==> src/hw/rtl/gpr_pkg.sv <==
// gpr_pkg: shared types and constants for the glyph pixel renderer.
// Used by gpr_addr_pipe, glyph_pixel_renderer and the bench; depends on nothing.
package gpr_pkg;

    // Store geometry
    localparam int FONT_BITS     = 65536;
    localparam int FONT_AW       = $clog2(FONT_BITS);
    localparam int PALETTE_SIZE  = 16;
    localparam int PAL_AW        = $clog2(PALETTE_SIZE);

    // Field widths
    localparam int COORD_W  = 16;
    localparam int COLOR_W  = 32;
    localparam int DIM_W    = 6;
    localparam int FLAGS_W  = 7;
    localparam int CODE_W   = 8;
    localparam int POS_W    = 5;
    localparam int CW_W     = CODE_W + DIM_W;

    // Configuration port
    localparam int CFG_IDX_W  = 3;
    localparam int CFG_DATA_W = 7;

    // Attribute flag bit positions
    localparam int FL_HFLIP   = 0;
    localparam int FL_VFLIP   = 1;
    localparam int FL_RCW     = 2;
    localparam int FL_RCCW    = 3;
    localparam int FL_REVERSE = 4;
    localparam int FL_MASKED  = 5;
    localparam int FL_NODRAW  = 6;

    // RGB inversion mask, alpha kept
    localparam logic [COLOR_W-1:0] RGB_MASK = 32'h00FF_FFFF;

    typedef enum logic [1:0] {
        OP_PAL_WR  = 2'd0,
        OP_FONT_WR = 2'd1,
        OP_RENDER  = 2'd2,
        OP_RSVD    = 2'd3
    } op_t;

    typedef enum logic [CFG_IDX_W-1:0] {
        CFG_FG     = 3'd0,
        CFG_BG     = 3'd1,
        CFG_ATTR   = 3'd2,
        CFG_WIDTH  = 3'd3,
        CFG_HEIGHT = 3'd4
    } cfg_idx_t;

    // Beat handed from the address pipe to the memory stage
    typedef struct packed {
        op_t                op;
        logic [COORD_W-1:0] addr;   // font bit address or write index
        logic [COLOR_W-1:0] data;   // existing pixel or write data
    } item_t;

endpackage

==> src/hw/rtl/gpr_addr_pipe.sv <==
// gpr_addr_pipe: two-stage coordinate transform and font bit address pipe.
// Depends on gpr_pkg.
module gpr_addr_pipe (
    input  logic                              clk,
    input  logic                              rst_n,
    input  logic                              adv,
    input  logic                              accept,
    input  logic [1:0]                        opcode,
    input  logic [gpr_pkg::CODE_W-1:0]        char_code,
    input  logic [gpr_pkg::POS_W-1:0]         glyph_col,
    input  logic [gpr_pkg::POS_W-1:0]         glyph_row,
    input  logic [gpr_pkg::COLOR_W-1:0]       existing_pixel,
    input  logic [gpr_pkg::COORD_W-1:0]       write_index,
    input  logic [gpr_pkg::COLOR_W-1:0]       write_data,
    input  logic [gpr_pkg::FLAGS_W-1:0]       flags,
    input  logic [gpr_pkg::DIM_W-1:0]         width,
    input  logic [gpr_pkg::DIM_W-1:0]         height,
    output logic                              item_valid,
    output gpr_pkg::item_t                    item
);

    logic [gpr_pkg::COORD_W-1:0] w16;
    logic [gpr_pkg::COORD_W-1:0] h16;
    logic [gpr_pkg::COORD_W-1:0] gx0, gy0, gx1, gy1, gx2, gy2, gx3, gy3;
    logic [gpr_pkg::COORD_W-1:0] t_cw, t_ccw;
    logic [gpr_pkg::CW_W-1:0]    cw;
    logic [gpr_pkg::CW_W+gpr_pkg::DIM_W-1:0]    base_full;
    logic [gpr_pkg::COORD_W+gpr_pkg::DIM_W-1:0] gyw_full;
    gpr_pkg::op_t                op_in;

    // stage A registers
    logic                        a_valid_reg;
    gpr_pkg::op_t                a_op_reg;
    logic [gpr_pkg::COORD_W-1:0] a_gx_reg, a_gy_reg, a_widx_reg;
    logic [gpr_pkg::CW_W-1:0]    a_cw_reg;
    logic [gpr_pkg::COLOR_W-1:0] a_data_reg;

    // stage B registers
    logic                        b_valid_reg;
    gpr_pkg::op_t                b_op_reg;
    logic [gpr_pkg::COORD_W-1:0] b_gx_reg, b_base_reg, b_gyw_reg, b_widx_reg;
    logic [gpr_pkg::COLOR_W-1:0] b_data_reg;

    assign w16   = gpr_pkg::COORD_W'(width);
    assign h16   = gpr_pkg::COORD_W'(height);
    assign op_in = gpr_pkg::op_t'(opcode);

    // mirror, then rotate cw, then rotate ccw (all mod 2^16)
    always_comb
    begin
        gx0   = gpr_pkg::COORD_W'(glyph_col);
        gy0   = gpr_pkg::COORD_W'(glyph_row);
        gx1   = flags[gpr_pkg::FL_HFLIP] ? (w16 - 16'd1 - gx0) : gx0;
        gy1   = flags[gpr_pkg::FL_VFLIP] ? (h16 - 16'd1 - gy0) : gy0;
        t_cw  = w16 - 16'd1 - gx1;
        gx2   = flags[gpr_pkg::FL_RCW] ? gy1 : gx1;
        gy2   = flags[gpr_pkg::FL_RCW] ? t_cw : gy1;
        t_ccw = h16 - 16'd1 - gy2;
        gy3   = flags[gpr_pkg::FL_RCCW] ? gx2 : gy2;
        gx3   = flags[gpr_pkg::FL_RCCW] ? t_ccw : gx2;
        cw    = gpr_pkg::CW_W'(char_code) * gpr_pkg::CW_W'(width);
    end

    // second multiplies: glyph base and row offset
    assign base_full = a_cw_reg * height;
    assign gyw_full  = a_gy_reg * width;

    // pipeline valids
    always_ff @(posedge clk or negedge rst_n)
    begin
        if (!rst_n)
        begin
            a_valid_reg <= 1'b0;
            b_valid_reg <= 1'b0;
        end
        else if (adv)
        begin
            a_valid_reg <= accept;
            b_valid_reg <= a_valid_reg;
        end
    end

    // pipeline payload
    always_ff @(posedge clk)
    begin
        if (adv)
        begin
            a_op_reg   <= op_in;
            a_gx_reg   <= gx3;
            a_gy_reg   <= gy3;
            a_cw_reg   <= cw;
            a_widx_reg <= write_index;
            a_data_reg <= (op_in == gpr_pkg::OP_RENDER) ? existing_pixel : write_data;

            b_op_reg   <= a_op_reg;
            b_gx_reg   <= a_gx_reg;
            b_base_reg <= base_full[gpr_pkg::COORD_W-1:0];
            b_gyw_reg  <= gyw_full[gpr_pkg::COORD_W-1:0];
            b_widx_reg <= a_widx_reg;
            b_data_reg <= a_data_reg;
        end
    end

    // final address sum; writes carry their own index
    always_comb
    begin
        item_valid = b_valid_reg;
        item.op    = b_op_reg;
        item.data  = b_data_reg;
        if (b_op_reg == gpr_pkg::OP_RENDER)
            item.addr = b_base_reg + b_gx_reg + b_gyw_reg;
        else
            item.addr = b_widx_reg;
    end

endmodule

==> config.mk <==
export PLATFORM = sky130hd
export DESIGN_NAME = gpr_addr_pipe
export DESIGN_NICKNAME = d
export VERILOG_FILES = /design/src/hw/rtl/gpr_pkg.sv /design/src/hw/rtl/gpr_addr_pipe.sv
export SDC_FILE = /design/constraint.sdc
export NUM_CORES = 1
export LEC_CHECK = 0
export ABC_AREA = 1
export BUFFER_PORTS_ARGS = -buffer_cell sky130_fd_sc_hd__buf_2
export CAP_MARGIN = 40
export CELL_PAD_IN_SITES_DETAIL_PLACEMENT = 2
export CELL_PAD_IN_SITES_GLOBAL_PLACEMENT = 2
export CORE_AREA = 8 8 218 220
export CTS_BUF_LIST = sky130_fd_sc_hd__clkbuf_4 sky130_fd_sc_hd__clkbuf_8 sky130_fd_sc_hd__clkbuf_16
export DETAILED_ROUTE_END_ITERATION = 8
export DIE_AREA = 0 0 226 228
export PLACE_DENSITY_LB_ADDON = 0.15
export SETUP_SLACK_MARGIN = 0.02
export SKIP_CTS_REPAIR_TIMING = 1
export SLEW_MARGIN = 15
export SYNTH_ARGS = -nofsm -noshare
export SYNTH_HDL_FRONTEND = slang
export SYNTH_SLANG_ARGS = --single-unit
export TNS_END_PERCENT = 100
==> constraint.sdc <==
create_clock -name clk -period 4.3 [get_ports clk]
set_clock_uncertainty 0.15 [all_clocks]
set_input_delay 0.43 -clock clk [delete_from_list [all_inputs] [get_ports clk]]
set_output_delay 0.43 -clock clk [all_outputs]
set_load 0.05 [all_outputs]
==> flow_summary.html, run 1 <==
<table>
<tr><th>Metric</th><th>Value</th></tr>
<tr><th colspan="2">Setup path</th></tr>
<tr><td>Delay-heaviest family, CP</td><td>adder cells</td></tr>
<tr><td>Slowest cell on crit path</td><td>sky130_fd_sc_hd__edfxtp_1</td></tr>
<tr><td>Type of element launching the critical path</td><td>flop</td></tr>
<tr><td>Endpoint required time on the critical path</td><td>4.43 ns</td></tr>
<tr><td>Reg2Reg Depth</td><td>20</td></tr>
<tr><td>CP Capture Type</td><td>flop</td></tr>
<tr><td>Cells traversed along the worst timing path</td><td>nand2_1 &gt; inv_1 &gt; fa_1 &gt; inv_1 &gt; fa_1 &gt; fa_1 &gt; inv_2 &gt; ha_4 &gt; a21oi_2 &gt; nand2_1 &gt; a21oi_2 &gt; o21bai_2 &gt; a21oi_2 &gt; o21ai_2 &gt; nand3_1 &gt; nand2_2 &gt; a21oi_2 &gt; nor2_1 &gt; nor2_1 &gt; xor2_1</td></tr>
<tr><td>Number of buffers and inverters on the critical path</td><td>3</td></tr>
<tr><td>Source of the worst register-to-register timing path</td><td>a_gy_reg[3]$_DFFE_PP_</td></tr>
<tr><td>Cell with the most instances on the worst path</td><td>sky130_fd_sc_hd__a21oi_2</td></tr>
<tr><td>Maximum fanout along the worst path</td><td>5</td></tr>
<tr><td>R2R Setup Slk</td><td>-0.08 ns</td></tr>
<tr><td>CP Class</td><td>reg2reg</td></tr>
<tr><td>Endpoint of the most critical register-to-register path</td><td>b_gyw_reg[14]$_DFFE_PP_</td></tr>
<tr><td>Largest stage delay on the critical path</td><td>0.53 ns</td></tr>
<tr><td>Arrival time reported for the critical path endpoint</td><td>4.51 ns</td></tr>
<tr><th colspan="2">Cells and area</th></tr>
<tr><td>Filler cell count in the final layout</td><td>4583</td></tr>
<tr><td>N_diodes</td><td>0</td></tr>
<tr><td>Utilization of the core after routing</td><td>45.3%</td></tr>
<tr><td>Post-synthesis to final-layout area growth</td><td>30.1%</td></tr>
<tr><td>Number of standard cells in the layout, taps in and fillers out</td><td>2494</td></tr>
<tr><td>Number of nets at the end of the flow</td><td>2254</td></tr>
<tr><td>Fraction of layout instances using a drive strength above 1</td><td>32.5%</td></tr>
<tr><th colspan="2">Global routing</th></tr>
<tr><td>Overall fraction of global-route tracks in use</td><td>18.3%</td></tr>
<tr><td>GR Util met3</td><td>2.44%</td></tr>
<tr><td>GRT met2 Usage</td><td>33.7%</td></tr>
<tr><td>Antenna violations before repair</td><td>0</td></tr>
<tr><td>GR peak layer</td><td>met2</td></tr>
<tr><td>Global-route met1 utilization</td><td>22.1%</td></tr>
<tr><td>Total global routing overflow</td><td>0</td></tr>
<tr><td>Global-route wire length before repair</td><td>74200 µm</td></tr>
<tr><td>Number of global-route vias before repair</td><td>13428</td></tr>
<tr><td>Largest net degree at the start of global routing</td><td>86</td></tr>
<tr><th colspan="2">Clock network</th></tr>
<tr><td>CTS sink cnt</td><td>196</td></tr>
<tr><td>Clock-pin slew on the worst setup and hold paths</td><td>0.08 ns</td></tr>
<tr><td>Insertion delay to the later sink of the worst-skew pair</td><td>0.46 ns</td></tr>
<tr><td>CTS root buffer</td><td>sky130_fd_sc_hd__clkbuf_16</td></tr>
<tr><td>Clock tree from TritonCTS</td><td>built</td></tr>
<tr><td>Maximum level of the CTS H-tree</td><td>4</td></tr>
<tr><td>Clock buffer count from CTS</td><td>17</td></tr>
<tr><td>Max Buffers Root-to-Sink</td><td>2</td></tr>
<tr><th colspan="2">Power and ir drop</th></tr>
<tr><td>Static leakage</td><td>9.34 nW</td></tr>
<tr><td>P per Cell Area</td><td>678 nW/µm²</td></tr>
<tr><td>Highest ir drop seen on vdd</td><td>0.379 mV</td></tr>
<tr><th colspan="2">Synth</th></tr>
<tr><td>Top cells by instance count after synthesis</td><td>sky130_fd_sc_hd__nand2_1 (365), sky130_fd_sc_hd__inv_1 (249), sky130_fd_sc_hd__edfxtp_1 (194)</td></tr>
<tr><td>Sequential fraction of the synthesis area</td><td>38.5%</td></tr>
<tr><td>Number of enable flip-flop cells after synthesis</td><td>194</td></tr>
<tr><td>Top FF cell, synth</td><td>sky130_fd_sc_hd__edfxtp_1</td></tr>
<tr><td>Cells taking the most area after synthesis</td><td>sky130_fd_sc_hd__edfxtp_1 (38%), sky130_fd_sc_hd__fa_1 (18%), sky130_fd_sc_hd__nand2_1 (9.0%)</td></tr>
<tr><td>Share of synthesized flip-flops with an asynchronous set or reset</td><td>1.02%</td></tr>
<tr><td>Number of nets in the synthesized netlist</td><td>1901</td></tr>
<tr><td>Largest area contributor in the synthesized netlist</td><td>sky130_fd_sc_hd__edfxtp_1</td></tr>
<tr><td>Area share of the largest cell type after synthesis</td><td>38.1%</td></tr>
<tr><td>Number of instances in the synthesized netlist</td><td>1537</td></tr>
<tr><td>Synth unique cells</td><td>47</td></tr>
<tr><td>Top-count cell post-synth</td><td>sky130_fd_sc_hd__nand2_1</td></tr>
<tr><td>Post-synthesis instance area</td><td>15300 µm²</td></tr>
<tr><td>Avg Cell Area, Syn</td><td>9.94 µm²</td></tr>
<tr><td>#FFs+latches synth</td><td>196</td></tr>
<tr><td>Warnings from Yosys</td><td>0</td></tr>
<tr><th colspan="2">Timing</th></tr>
<tr><td>Relative slew slack</td><td>41.8%</td></tr>
<tr><td>Total negative setup slack</td><td>-0.326 ns</td></tr>
<tr><td>Min Clock Period, post-route</td><td>4.38 ns</td></tr>
<tr><td>Count of final hold-check violations</td><td>0</td></tr>
<tr><td>Final worst setup slack</td><td>-0.0802 ns</td></tr>
<tr><td>Slew at the pin closest to its max-slew limit</td><td>0.872 ns</td></tr>
<tr><td>Final number of max-transition violations</td><td>0</td></tr>
<tr><td>Crit share post-route</td><td>102%</td></tr>
<tr><td>Unrepaired setup endpoints after global routing</td><td>yes</td></tr>
<tr><td>Achievable frequency</td><td>228 MHz</td></tr>
<tr><td>Final setup violation count</td><td>7</td></tr>
<tr><td>Hold_ws</td><td>0.0170 ns</td></tr>
<tr><th colspan="2">Placement</th></tr>
<tr><td>Pre-CTS setup slack</td><td>-0.810 ns</td></tr>
<tr><td>Placed cell count</td><td>2419</td></tr>
<tr><td>Placed wire-length estimate after detailed placement</td><td>38500 µm</td></tr>
<tr><td>Final weighted congestion of routability-driven global placement</td><td>0.791</td></tr>
<tr><td>Port Buffer Count</td><td>170</td></tr>
<tr><th colspan="2">Die</th></tr>
<tr><td>Top-Level Pins</td><td>174</td></tr>
<tr><td>Area of the placeable core</td><td>43800 µm²</td></tr>
<tr><td>Number of rows created at floorplan</td><td>77</td></tr>
<tr><td>Width of the chip</td><td>226 µm</td></tr>
<tr><td>Die height</td><td>228 µm</td></tr>
<tr><td>Die Footprint</td><td>51500 µm²</td></tr>
<tr><td>Effective utilization at floorplan</td><td>34.8%</td></tr>
<tr><th colspan="2">Detailed routing</th></tr>
<tr><td>Length of the first detailed-routing pass in iterations</td><td>6</td></tr>
<tr><td>Via-to-Cell Ratio</td><td>4.80</td></tr>
<tr><td>Total number of vias</td><td>11960</td></tr>
<tr><td>DRC errors left</td><td>0</td></tr>
<tr><td>Routed wire length</td><td>49400 µm</td></tr>
<tr><td>Number of violations reported at the end of detailed-routing iteration 0</td><td>479</td></tr>
<tr><td>Count of antenna-violating nets left after detailed routing</td><td>0</td></tr>
<tr><td>Average wire per cell in the routed design</td><td>19.8 µm</td></tr>
<tr><th colspan="2">Job</th></tr>
<tr><td>Number of max-cap violations</td><td>0</td></tr>
<tr><th colspan="2">Min path</th></tr>
<tr><td>Destination of the worst hold path</td><td>a_widx_reg[5]$_DFFE_PP_</td></tr>
<tr><td>Launch point of the worst hold path</td><td>write_index[5]</td></tr>
<tr><td>Worst Hold Path Cells</td><td>1</td></tr>
<tr><td>HP Class</td><td>in2reg</td></tr>
<tr><th colspan="2">Outcome</th></tr>
<tr><td>Run status</td><td>finished with violations</td></tr>
<tr><td>Violations in the final reports</td><td>negative setup slack</td></tr>
</table>
kinds of logic after synthesis:
| group | share of synthesized area (%) |
|---|---|
| fa+ha+maj | 26.3 |
| mux | 2.75 |
| compound gates | 6.21 |
| buf+inv | 7.62 |
| xor+xnor | 4.36 |
| simple gates | 14.3 |
| flops | 38.5 |
cells in the final DEF (no fill, tap or decap), types with 20 or more instances in the layout:
master / count
sky130_fd_sc_hd__mux2_2: 32
sky130_fd_sc_hd__nand2_2: 26
sky130_fd_sc_hd__nand2_1: 340
sky130_fd_sc_hd__nand3_1: 27
sky130_fd_sc_hd__ha_1: 84
sky130_fd_sc_hd__a21oi_1: 38
sky130_fd_sc_hd__xor2_1: 46
sky130_fd_sc_hd__fa_1: 130
sky130_fd_sc_hd__buf_2: 162
sky130_fd_sc_hd__o21ai_0: 54
sky130_fd_sc_hd__xnor2_1: 22
sky130_fd_sc_hd__nor2_1: 48
sky130_fd_sc_hd__edfxtp_1: 194
sky130_fd_sc_hd__inv_1: 235
sky130_fd_sc_hd__a21oi_2: 20
sky130_fd_sc_hd__buf_4: 184
how the worst max path moves through the flow:
stage	startpoint	endpoint	slack (ns)	depth (start not counted)
finish	a_gy_reg[3]$_DFFE_PP_	b_gyw_reg[14]$_DFFE_PP_	-0.08	20
global route	a_gy_reg[3]$_DFFE_PP_	b_gyw_reg[14]$_DFFE_PP_	-0.32	20
CTS	b_gx_reg[1]$_DFFE_PP_	item[47]	-0.50	17
detailed placement	width[1]	a_gx_reg[12]$_DFFE_PP_	-0.81	33
global placement	width[1]	a_gx_reg[15]$_DFFE_PP_	-0.59	34
floorplan	width[1]	a_gx_reg[15]$_DFFE_PP_	-0.41	35
area by class of cell:
cell class                      count  area (µm²)  share of cell area, %
Clock inverter                     14         119                  0.598
Clock buffer                       17         425                   2.14
Timing Repair Buffer              379        2560                   12.9
Multi-Input combinational cell   1037        9180                   46.2
Sequential cell                   196        5880                   29.6
Inverter                          259         980                   4.93
Tap cell                          592         741                   3.73
where the power goes:
| part | switching, mW | total, mW | internal [mW] |
|---|---|---|---|
| registers | 0.237 | 3.00 | 2.76 |
| logic | 5.10 | 8.96 | 3.86 |
| clock network | 0.769 | 1.52 | 0.754 |
per-stage QoR:
stage / area [µm²] / total power, mW
2_1_floorplan: 15400 / 7.94
3_3_place_gp: 18100 / 10.5
3_5_place_dp: 18100 / 10.9
4_1_cts: 18600 / 12.5
5_1_grt: 19900 / 14.6
6_report: 19900 / 13.5
metal layers:
metal	vias up	part of all wire, %
met5	-	0
met4	0	1.3
met3	37	2.7
met2	184	54
met1	6093	42
li1	5646	-
Power figures use the tool's default switching activity.
==> run 2, diff against run 1 <==
--- a/config.mk
+++ b/config.mk
@@ -15,6 +15,7 @@
 export DETAILED_ROUTE_END_ITERATION = 8
 export DIE_AREA = 0 0 226 228
 export PLACE_DENSITY_LB_ADDON = 0.15
+export REMOVE_ABC_BUFFERS = 1
 export SETUP_SLACK_MARGIN = 0.02
 export SKIP_CTS_REPAIR_TIMING = 1
 export SLEW_MARGIN = 15
==> flow_summary.html, run 2 (synthesized netlist as in run 1, its figures left out) <==
<table>
<tr><th>Metric</th><th>Value</th></tr>
<tr><th colspan="2">Setup path</th></tr>
<tr><td>Type of element launching the critical path</td><td>input pin</td></tr>
<tr><td>Number of buffers and inverters on the critical path</td><td>3 (unchanged)</td></tr>
<tr><td>R2R Setup Slk</td><td>-0.09 ns (about the same)</td></tr>
<tr><td>Largest stage delay on the critical path</td><td>0.35 ns (-0.18 ns)</td></tr>
<tr><td>Endpoint required time on the critical path</td><td>4.40 ns (-0.03 ns)</td></tr>
<tr><td>Cell with the most instances on the worst path</td><td>sky130_fd_sc_hd__nand2_1</td></tr>
<tr><td>Arrival time reported for the critical path endpoint</td><td>4.52 ns (about the same)</td></tr>
<tr><td>Reg2Reg Depth</td><td>20 (unchanged)</td></tr>
<tr><td>Slowest cell on crit path</td><td>sky130_fd_sc_hd__ha_1</td></tr>
<tr><td>Delay-heaviest family, CP</td><td>simple AND/OR/NAND/NOR gates</td></tr>
<tr><td>CP Capture Type</td><td>flop</td></tr>
<tr><td>Maximum fanout along the worst path</td><td>4 (-1)</td></tr>
<tr><td>Endpoint of the most critical register-to-register path</td><td>b_base_reg[14]$_DFFE_PP_</td></tr>
<tr><td>Source of the worst register-to-register timing path</td><td>a_cw_reg[4]$_DFFE_PP_</td></tr>
<tr><td>CP Class</td><td>in2reg</td></tr>
<tr><th colspan="2">Timing</th></tr>
<tr><td>Min Clock Period, post-route</td><td>4.42 ns (+0.0416 ns)</td></tr>
<tr><td>Final setup violation count</td><td>10 (+3)</td></tr>
<tr><td>Relative slew slack</td><td>42.3% (+0.44 points)</td></tr>
<tr><td>Crit share post-route</td><td>103% (+0.97 points)</td></tr>
<tr><td>Unrepaired setup endpoints after global routing</td><td>yes</td></tr>
<tr><td>Achievable frequency</td><td>226 MHz (-0.94%)</td></tr>
<tr><td>Final worst setup slack</td><td>-0.122 ns (-0.0416 ns)</td></tr>
<tr><td>Final number of max-transition violations</td><td>0 (unchanged)</td></tr>
<tr><td>Count of final hold-check violations</td><td>0 (unchanged)</td></tr>
<tr><td>Slew at the pin closest to its max-slew limit</td><td>0.865 ns (-0.00652 ns)</td></tr>
<tr><th colspan="2">Die</th></tr>
<tr><td>Effective utilization at floorplan</td><td>34.8% (unchanged)</td></tr>
<tr><td>Area of the placeable core</td><td>43800 µm² (unchanged)</td></tr>
<tr><td>Die Footprint</td><td>51500 µm² (unchanged)</td></tr>
<tr><td>Top-Level Pins</td><td>174 (unchanged)</td></tr>
<tr><td>Width of the chip</td><td>226 µm (unchanged)</td></tr>
<tr><td>Number of rows created at floorplan</td><td>77 (unchanged)</td></tr>
<tr><td>Die height</td><td>228 µm (unchanged)</td></tr>
<tr><th colspan="2">Power and ir drop</th></tr>
<tr><td>Static leakage</td><td>9.46 nW (+1.3%)</td></tr>
<tr><td>Highest ir drop seen on vdd</td><td>0.368 mV (-2.9%)</td></tr>
<tr><td>P per Cell Area</td><td>682 nW/µm² (+0.50%)</td></tr>
<tr><th colspan="2">Placement</th></tr>
<tr><td>Placed wire-length estimate after detailed placement</td><td>39000 µm (+1.3%)</td></tr>
<tr><td>Port Buffer Count</td><td>170 (unchanged)</td></tr>
<tr><td>Final weighted congestion of routability-driven global placement</td><td>0.798 (+0.94%)</td></tr>
<tr><td>Placed cell count</td><td>2445 (+1.1%)</td></tr>
<tr><td>Area post-placement</td><td>18200 µm² (+0.49%)</td></tr>
<tr><th colspan="2">Outcome</th></tr>
<tr><td>Violations in the final reports</td><td>negative setup slack</td></tr>
<tr><td>Run status</td><td>finished with violations</td></tr>
<tr><th colspan="2">Global routing</th></tr>
<tr><td>Antenna violations before repair</td><td>1 (+1)</td></tr>
<tr><td>Overall fraction of global-route tracks in use</td><td>18.7% (+0.47 points)</td></tr>
<tr><td>Largest net degree at the start of global routing</td><td>86 (unchanged)</td></tr>
<tr><td>Number of global-route vias before repair</td><td>13612 (+1.4%)</td></tr>
<tr><td>Total global routing overflow</td><td>0 (unchanged)</td></tr>
<tr><td>Global-route wire length before repair</td><td>74900 µm (+1.0%)</td></tr>
<tr><th colspan="2">Detailed routing</th></tr>
<tr><td>Total number of vias</td><td>11958 (-0.017%)</td></tr>
<tr><td>Number of violations reported at the end of detailed-routing iteration 0</td><td>520 (+8.6%)</td></tr>
<tr><td>Length of the first detailed-routing pass in iterations</td><td>4 (-2)</td></tr>
<tr><td>Average wire per cell in the routed design</td><td>19.8 µm (+0.24%)</td></tr>
<tr><td>Count of antenna-violating nets left after detailed routing</td><td>0 (unchanged)</td></tr>
<tr><td>Routed wire length</td><td>50200 µm (+1.6%)</td></tr>
<tr><td>DRC errors left</td><td>0 (unchanged)</td></tr>
<tr><td>Via-to-Cell Ratio</td><td>4.73 (-1.4%)</td></tr>
<tr><th colspan="2">Min path</th></tr>
<tr><td>Destination of the worst hold path</td><td>a_data_reg[12]$_DFFE_PP_</td></tr>
<tr><td>HP Class</td><td>in2reg</td></tr>
<tr><td>Launch point of the worst hold path</td><td>existing_pixel[12]</td></tr>
<tr><td>Worst Hold Path Cells</td><td>2 (+1)</td></tr>
<tr><th colspan="2">Cells and area</th></tr>
<tr><td>Post-route standard cell area excluding fillers</td><td>20000 µm² (+0.60%)</td></tr>
<tr><td>Filler cell count in the final layout</td><td>4661 (+1.7%)</td></tr>
<tr><td>Number of standard cells in the layout, taps in and fillers out</td><td>2528 (+1.4%)</td></tr>
<tr><td>Post-synthesis to final-layout area growth</td><td>30.9%</td></tr>
<tr><td>Number of nets at the end of the flow</td><td>2287 (+1.5%)</td></tr>
<tr><td>Most common cell after layout, fill and taps aside</td><td>sky130_fd_sc_hd__nand2_1</td></tr>
<tr><td>N_diodes</td><td>0 (unchanged)</td></tr>
<tr><td>Leading cell types in the layout, fill and taps excluded</td><td>sky130_fd_sc_hd__nand2_1 (344), sky130_fd_sc_hd__inv_1 (231), sky130_fd_sc_hd__buf_4 (207), sky130_fd_sc_hd__edfxtp_1 (194), sky130_fd_sc_hd__buf_2 (164)</td></tr>
<tr><td>Fraction of layout instances using a drive strength above 1</td><td>32.7% (+0.15 points)</td></tr>
<tr><th colspan="2">Clock network</th></tr>
<tr><td>Max Buffers Root-to-Sink</td><td>2 (unchanged)</td></tr>
<tr><td>Clock-pin slew on the worst setup and hold paths</td><td>0.09 ns (about the same)</td></tr>
<tr><td>Clock tree from TritonCTS</td><td>built</td></tr>
<tr><td>Insertion delay to the later sink of the worst-skew pair</td><td>0.49 ns (+0.03 ns)</td></tr>
<tr><td>CTS sink cnt</td><td>196 (unchanged)</td></tr>
<tr><td>Clock buffer count from CTS</td><td>17 (unchanged)</td></tr>
<tr><td>CTS root buffer</td><td>sky130_fd_sc_hd__clkbuf_16</td></tr>
<tr><td>Maximum level of the CTS H-tree</td><td>4 (unchanged)</td></tr>
<tr><th colspan="2">Job</th></tr>
<tr><td>Number of max-cap violations</td><td>0 (unchanged)</td></tr>
</table>
run 2: changes by cell type in the layout (fill, tap and decap cells not counted), moves of 6 or more:
cell | previous run | this run
sky130_fd_sc_hd__ha_1 | 84 | 90
sky130_fd_sc_hd__nand2_4 | 12 | 6
sky130_fd_sc_hd__inv_2 | 19 | 26
sky130_fd_sc_hd__nor2_1 | 48 | 54
sky130_fd_sc_hd__buf_4 | 184 | 207
run 2: worst reg2reg max path, stage by stage (launching register included):
cell and delay [ns]:
sky130_fd_sc_hd__edfxtp_1 0.47, sky130_fd_sc_hd__nand2_1 0.11, sky130_fd_sc_hd__inv_1 0.06, sky130_fd_sc_hd__fa_1 0.51, sky130_fd_sc_hd__inv_1 0.06, sky130_fd_sc_hd__fa_1 0.46, sky130_fd_sc_hd__fa_1 0.53, sky130_fd_sc_hd__inv_2 0.05
sky130_fd_sc_hd__ha_4 0.23, sky130_fd_sc_hd__a21oi_2 0.16, sky130_fd_sc_hd__nand2_2 0.09, sky130_fd_sc_hd__a21oi_2 0.12, sky130_fd_sc_hd__nor2_1 0.08, sky130_fd_sc_hd__o21ai_1 0.16, sky130_fd_sc_hd__nand2_1 0.10, sky130_fd_sc_hd__a21oi_2 0.19
sky130_fd_sc_hd__o21ai_2 0.09, sky130_fd_sc_hd__a21oi_2 0.19, sky130_fd_sc_hd__nor2_1 0.08, sky130_fd_sc_hd__nor2_1 0.16, sky130_fd_sc_hd__xor2_1 0.10
run 2: worst max-delay path by stage:
| stage | from | to | slack (ns) | cells past startpoint |
|---|---|---|---|---|
| floorplan | width[0] | a_gx_reg[15]$_DFFE_PP_ | -0.33 | 33 |
| global placement | width[0] | a_gx_reg[15]$_DFFE_PP_ | -0.71 | 34 |
| detailed placement | width[0] | a_gx_reg[15]$_DFFE_PP_ | -0.97 | 34 |
| CTS | b_gx_reg[1]$_DFFE_PP_ | item[47] | -0.66 | 17 |
| global route | width[0] | a_gx_reg[14]$_DFFE_PP_ | -0.41 | 33 |
| finish | width[1] | a_gx_reg[15]$_DFFE_PP_ | -0.12 | 31 |
run 2: report_power, final:
group | internal (mW) | switching [mW]
combinational | 3.88 | 5.05
clock | 0.802 | 0.899
sequential | 2.76 | 0.238
run 2: through the flow:
step | worst slack (ns) | TNS, ns | util, % | hold slack (ns) | total power, mW
finish | -0.122 | -0.687 | 45.6 | 0.0840 | 13.6
global route | -0.405 | -3.57 | 45.6 | 0.0632 | 14.7
CTS | -0.660 | -6.88 | 42.8 | -0.492 | 12.5
detailed placement | -0.968 | -15.82 | 41.4 | 0.0714 | 10.7
global placement | -0.710 | -10.38 | 41.4 | 0.0676 | 10.1
floorplan | -0.331 | -1.79 | - | -0.0156 | 7.76
run 2: routing by layer:
metal | track usage [%] | wire [µm]
met1 | 22.5 | 21300
met2 | 34.1 | 26300
met3 | 2.85 | 1610
met4 | 5.12 | 1000
met5 | 0 | 8
run 2: cell type report:
type                    count  area, µm²  share of cell area [%]
flip-flops and latches    196       5880                    29.4
clock buffers              17        425                    2.13
inverters                 259        972                    4.86
repair buffers            412       2870                    14.3
clock inverters            15        195                   0.976
well taps                 592        741                    3.70
multi-input cells        1037       8920                    44.6
